### src/rtl/ray_box_exit_point_macros.svh
// Assertion macros shared by the ray/box exit point RTL.
// Needs a clk and rst signal in scope where the macros are used.
`ifndef RAY_BOX_EXIT_POINT_MACROS_SVH
`define RAY_BOX_EXIT_POINT_MACROS_SVH
`ifndef SYNTHESIS
`define RBEP_ASSERT(lbl, prop, msg) \
  lbl: assert property (@(posedge clk) disable iff (rst) prop) else $error(msg);
`define RBEP_ASSERT_ALWAYS(lbl, prop, msg) \
  lbl: assert property (@(posedge clk) prop) else $error(msg);
`else
`define RBEP_ASSERT(lbl, prop, msg)
`define RBEP_ASSERT_ALWAYS(lbl, prop, msg)
`endif
`endif

### src/rtl/rbep_pkg.sv
// Types and constants for the ray/box exit point block.
// No dependencies.
`timescale 1ns / 1ps
package rbep_pkg;

  localparam int FRAC_BITS_DEF = 16;
  localparam int QUO_BITS      = 31;
  localparam int DIV_LAT       = QUO_BITS + 1;

  typedef enum logic [2:0] {
    FACE_LOW_X  = 3'd0,
    FACE_LOW_Y  = 3'd1,
    FACE_LOW_Z  = 3'd2,
    FACE_HIGH_X = 3'd3,
    FACE_HIGH_Y = 3'd4,
    FACE_HIGH_Z = 3'd5,
    FACE_NONE   = 3'd6
  } face_t;

  typedef struct packed {
    logic signed [31:0] ray_start_x;
    logic signed [31:0] ray_start_y;
    logic signed [31:0] ray_start_z;
    logic signed [31:0] ray_dir_x;
    logic signed [31:0] ray_dir_y;
    logic signed [31:0] ray_dir_z;
    logic signed [31:0] box_low_x;
    logic signed [31:0] box_low_y;
    logic signed [31:0] box_low_z;
    logic signed [31:0] box_high_x;
    logic signed [31:0] box_high_y;
    logic signed [31:0] box_high_z;
  } req_t;

  typedef struct packed {
    logic signed [31:0] exit_x;
    logic signed [31:0] exit_y;
    logic signed [31:0] exit_z;
    logic [2:0]         exit_face;
  } res_t;

endpackage

### src/rtl/rbep_div.sv
// Pipelined restoring divider: (num << FRAC_BITS) / den, saturated to 31 bits.
// One quotient bit per stage; depends on rbep_pkg.
`timescale 1ns / 1ps
module rbep_div #(
  parameter int FRAC_BITS = rbep_pkg::FRAC_BITS_DEF
) (
  input  logic                           clk,
  input  logic                           en,
  input  logic [32:0]                    num,
  input  logic [31:0]                    den,
  output logic [rbep_pkg::QUO_BITS-1:0]  quo
);
  localparam int QB = rbep_pkg::QUO_BITS;
  localparam int NW = 33 + FRAC_BITS;
  localparam int HW = NW - QB;

  logic [NW-1:0] n_full;
  logic [HW-1:0] n_hi;
  logic          ovf;

  logic [31:0]   rem  [0:QB];
  logic [31:0]   dv   [0:QB];
  logic [QB-1:0] nlo  [0:QB];
  logic [QB-1:0] qacc [0:QB];
  logic          sat  [0:QB];

  assign n_full = {num, {FRAC_BITS{1'b0}}};
  assign n_hi   = n_full[NW-1:QB];
  // quotient needs more than QB bits when the top part already reaches den
  assign ovf    = (32'(n_hi) >= den);

  always_ff @(posedge clk) begin
    if (en) begin
      rem[0]  <= ovf ? 32'd0 : 32'(n_hi);
      dv[0]   <= den;
      nlo[0]  <= n_full[QB-1:0];
      qacc[0] <= '0;
      sat[0]  <= ovf;
    end
  end

  for (genvar k = 1; k <= QB; k++) begin : g_step
    logic [32:0] trial;
    logic        ge;
    assign trial = {rem[k-1], nlo[k-1][QB-1]};
    assign ge    = (trial >= {1'b0, dv[k-1]});
    always_ff @(posedge clk) begin
      if (en) begin
        rem[k]  <= ge ? 32'(trial - {1'b0, dv[k-1]}) : trial[31:0];
        dv[k]   <= dv[k-1];
        nlo[k]  <= {nlo[k-1][QB-2:0], 1'b0};
        qacc[k] <= {qacc[k-1][QB-2:0], ge};
        sat[k]  <= sat[k-1];
      end
    end
  end

  assign quo = sat[QB] ? {QB{1'b1}} : qacc[QB];

endmodule

### config.mk
export PLATFORM = sky130hd
export DESIGN_NAME = rbep_div
export DESIGN_NICKNAME = d
export VERILOG_FILES = /design/src/rtl/ray_box_exit_point_macros.svh /design/src/rtl/rbep_pkg.sv /design/src/rtl/rbep_div.sv
export SDC_FILE = /design/constraint.sdc
export NUM_CORES = 2
export LEC_CHECK = 0
export BUFFER_PORTS_ARGS = -buffer_cell sky130_fd_sc_hd__buf_2
export CAP_MARGIN = 20
export CORE_UTILIZATION = 40
export CTS_CLUSTER_DIAMETER = 150
export DETAILED_ROUTE_END_ITERATION = 16
export GPL_TIMING_DRIVEN = 0
export SLEW_MARGIN = 30
export SYNTH_ARGS = -nofsm -noshare
export SYNTH_HDL_FRONTEND = slang
export SYNTH_SLANG_ARGS = --single-unit
### constraint.sdc
create_clock -name clk -period 6.28 [get_ports clk]
set_input_delay 0.628 -clock clk [delete_from_list [all_inputs] [get_ports clk]]
set_output_delay 0.628 -clock clk [all_outputs]
set_load 0.02 [all_outputs]
* Yosys cells after proc, flatten, opt, wreduce, memory -nomap -nowiden
Memory sizes are Yosys's and may differ from the RTL's.
Index checks and enable logic that the tools add are counted.
** Storage, ports and cells
- Register bits after elaboration :: 0
- Latch bits :: 0
- Memory bits (writable) :: 4032
- ROM bits :: 0
- Input port bits :: 67
- Word-level logic and storage cells :: 103
- Memories :: 5
** Memory list
- dv :: words 32, width 32, read ports 31, clocked after Yosys merged registers in 0, write ports 32, RTL line rbep_div.sv:22 : logic [31:0] dv [0:QB];
- rem :: words 32, width 32, read ports 31, clocked after Yosys merged registers in 0, write ports 32, RTL line rbep_div.sv:21 : logic [31:0] rem [0:QB];
- qacc :: words 32, width 31, read ports 32, clocked after Yosys merged registers in 0, write ports 32, RTL line rbep_div.sv:24 : logic [QB-1:0] qacc [0:QB];
- nlo :: words 32, width 30, read ports 31, clocked after Yosys merged registers in 0, write ports 32, RTL line rbep_div.sv:23 : logic [QB-1:0] nlo [0:QB];
- sat :: words 32, width 1, read ports 32, clocked after Yosys merged registers in 0, write ports 32, RTL line rbep_div.sv:25 : logic sat [0:QB];
** Cells by class
- $add $sub $neg :: 31
- Multipliers :: 0
- Div/mod/pow operators :: 0
- $lt $le $gt $ge :: 32
- Equality and inequality tests :: 0
- Shift-type cells :: 0
- Multiplexer cells :: 35
- Bitwise gates (word level) :: 0
- Reductions and logical operators :: 0
** Operator list (count)
- greater-or-equal comparator 33 x 32 -> 1 bit :: 31
- 2-to-1 mux 32 bit :: 31
- subtractor 32 bit :: 31
- greater-or-equal comparator 18 x 32 -> 1 bit :: 1
- 2-to-1 mux 31 bit :: 1
- 2-to-1 mux 18 bit :: 1
- 2-to-1 mux 1 bit :: 2

* Depth between registers and ports, before layout
An unclocked memory read counts as a cell.
- Word-level depth :: 3
- Gate-level depth with buffers :: 16
- Gate-level depth less buffers :: 14

* Least setup slack after synthesis
Ideal clock, no wire load.
- Kind :: flip-flop to flip-flop
- Start point :: memory rem[19][5]
- End point :: memory rem[20][10], data pin
- Library setup time :: 0.260 ns
- Arrival :: 3.123 ns
- Data required time :: 6.020 ns
- Slack :: 2.896 ns
- Cell stages (with the launch flop) :: 15
- Buffers on the path :: 2
- Clock period less this slack :: 3.384 ns
- Cell sequence :: edfxtp_1 > ha_1 > a21o_1 > a21oi_2 > o21bai_1 > a31o_1 > a31oi_4 > o21a_4 > a211oi_4 > a221oi_4 > a21oi_1 > a2111o_1 > buf_6 > buf_6 > mux2_4
** RTL lines (RTL line)
- from (decl) :: rbep_div.sv:21

==> impl_metrics.toml <==
[timing]
final.setup.tns_ps = 0
fin_worst_skew_ps = 58.79
max-slew-margin-rel_pct = 32.85
fin_hold_ws_ps = 79.83
clock.fmax_ghz = 0.2038
worst_pin_slew_ps = 1001
period_needed_ps = 4906
slew_violations = 0
rsz0062_at_grt = "no"
period_share_pct = 78.12
setup_viol = 0
hold_viol = 0

[power]
power_leakage_nw = 63.68
vdd.ir_drop.worst_v = 0.0002676
p_per_area_mw_per_mm2 = 512.6

[clock_network]
holdBufCountCts = 64
cts_root_buf = "clkbuf_16"
clk_latency_ps = 920
cts_made_buffers = 296
cts.sinks = 2618
path_clk_slew_ps = 60
cts_resized = 0
cts_buffer_depth = 4
htree_levels = 5
cts_tree = "done"
post_cts_buffers = 0

[run]
drv_cap = 0

[final_layout]
drive_gt1_share_pct = 8.400
final_cell_mix = "2618 x edfxtp_1, 1242 x inv_1, 1000 x a21oi_1"
num-nets-final = 13770
nFillCells = 32260
area_growth_pct = 12.10
final_common_cell = "edfxtp_1"

[die]
die_area_sq_mm = 0.3553
dieHeight_microns = 596.1
io_pins = 98
rows = 217
die_w_microns = 596.1
start_util_pct = 40.31
design.core.area_sq_mm = 0.3502

[logic_synthesis]
ys_seq_area_share_pct = 55.68
synth-main-ff-cell = "edfxtp_1"
async_flop_share_pct = 0
synth_warnings = 0
ys_top_cells_by_area = "edfxtp_1 56%, ha_1 8.8%, a21oi_1 3.5%, inv_1 3.3%, xnor2_1 3.0%"
synth_fp_nets = 13290
yosys.area.top_type_share_pct = 55.68
netlist_instances = 12190
avgSynthCellArea_sq_um = 11.58
synth_cell_types = 107
syn_area_sq_mm = 0.1412
synth_edf_count = 2618
synth_top_cell_by_area = "edfxtp_1"
synth-seq-cells = 2618

[placement]
hpwl_microns = 259000
numPortBuffers = 97
routabilityCongestion = 0.8984

[setup_path]
crit_type = "flip-flop to flip-flop"
critical-path-top-delay-family = "compound AO/OA/AOI/OAI gates"
startpoint_type = "flip-flop"
crit_fanout = 10
crit_path_max_incr_delay_ps = 630
cp_num_buf_inv = 3
cp.arrival_ps = 5470
worstPathCellList = "inv_1, ha_1, nor2b_1, o21a_1, o21ai_0, a21oi_1, o21ai_0, o31ai_1, a221o_1, nand4_1, nand3_1, buf_1, buf_1, a21oi_1"
worst_ep_required_time_ps = 6840
end_kind = "flip-flop"
slowest_stage = "edfxtp_1"

[routing]
drtIter0Drc = 6822
drc = 0
post_drt_wl_per_cell_microns = 19.40
postRouteAntennaNets = 0
routed_via_density = 5.263
first_pass_iters = 6
totalWireLength_microns = 339600
via_count = 92140

[global_routing]
use_met1_pct = 23.92
top_usage_layer = "met2"
grt_pass1_vias = 88840
antenna_found_initial = 4
grt_max_degree = 134
grt_overflow_total = 0
grt_util_met2_pct = 32.40
grt.total_usage_pct = 18.64
grt_pass1_wl_microns = 517800
grt_util_met3_pct = 1.901

[status]
outcome = "finished clean"

[min_path]
hold_class = "input port to flip-flop"
==> layout make-up <==
class	count	area (sq um)	share of cell area, %
Buffer	300	1329	0.8396
Inverter	1243	4668	2.950
Antenna cell	3	7.507	0.004744
Multi-Input combinational cell	8032	56600	35.76
Tap cell	4599	5754	3.636
Sequential cell	2618	78620	49.68
Clock inverter	177	1790	1.131
Timing Repair Buffer	185	1802	1.138
Clock buffer	350	7695	4.862
==> synthesized netlist by cell type (50+ instances only) <==
cell,count
or2_2,64
and3_1,79
a21oi_1,1000
xor2_1,302
a211oi_1,75
nor2_1,661
a31oi_1,90
o31ai_1,64
ha_1,996
nand4_1,151
nand2_1,867
inv_1,1242
buf_2,50
nand3_1,194
o21bai_1,111
o21ai_0,815
edfxtp_1,2618
o21a_1,146
nand2b_1,143
mux2_2,284
a21o_1,492
nor2b_1,163
xnor2_1,485
and2_1,65
clkbuf_1,221
nor3_1,117
==> where the power goes <==
group	switching (mW)	internal [mW]
clock network	7.19	9.89
logic	20.7	15.1
registers	2.86	25.4
total	30.7	50.4
==> through the flow <==
stage          utilization, %  total power [mW]  worst slack, ps  cells  instance area, sq um
6_report                45.18             81.12             1374  17510                158300
5_1_grt                 45.18             86.57             1204  17510                158300
4_1_cts                 45.18             81.67             1493  17500                158200
3_5_place_dp            42.29             64.10             1528  16910                148100
3_3_place_gp            42.09             65.41           -38530  16890                147400
2_1_floorplan               -             53.70             2896  12190                141200
==> cell families after synthesis <==
| kind of cell | share of synthesized area (%) |
|---|---|
| muxes | 2.850 |
| and+or+nand+nor | 8.964 |
| AOI/OAI and AO/OA | 14.12 |
| DFF | 55.68 |
| adders and majority gates | 9.252 |
| buffers and inverters | 4.248 |
| xor gates and xnor gates | 4.882 |
==> worst reg2reg max path: cells and delay by family (launching register included) <==
family	cells	cell delay [ps]
buf+inv	3	1310
flops	1	630
simple gates	3	440
compound gates	7	1930
fa+ha+maj	1	240
==> worst paths after layout <==
kind / start / cells past startpoint / slack, ps / end
min reg2reg: nlo[3][28] / 0 / 380 / nlo[3][59]
max reg2reg: nlo[5][29] / 14 / 1370 / rem[11][25]
min: num[25] / 2 / 80 / rem[0][10]
max: nlo[5][29] / 14 / 1370 / rem[11][25]
==> flip-flops by register name (all words and copies together), names as in the netlist <==
name,flops
rem,978
sat,32
qacc,496
dv,992
nlo,120
==> layer usage <==
metal / wire length, microns / vias up / part of all wire [%]
met3: 13960 / 606 / 4.1
met1: 147500 / 43960 / 43
met4: 13290 / 2 / 3.9
li1: - / 45570 / -
met5: 13 / - / 0.0038
met2: 164800 / 2001 / 49
Power figures use the tool's default switching activity.
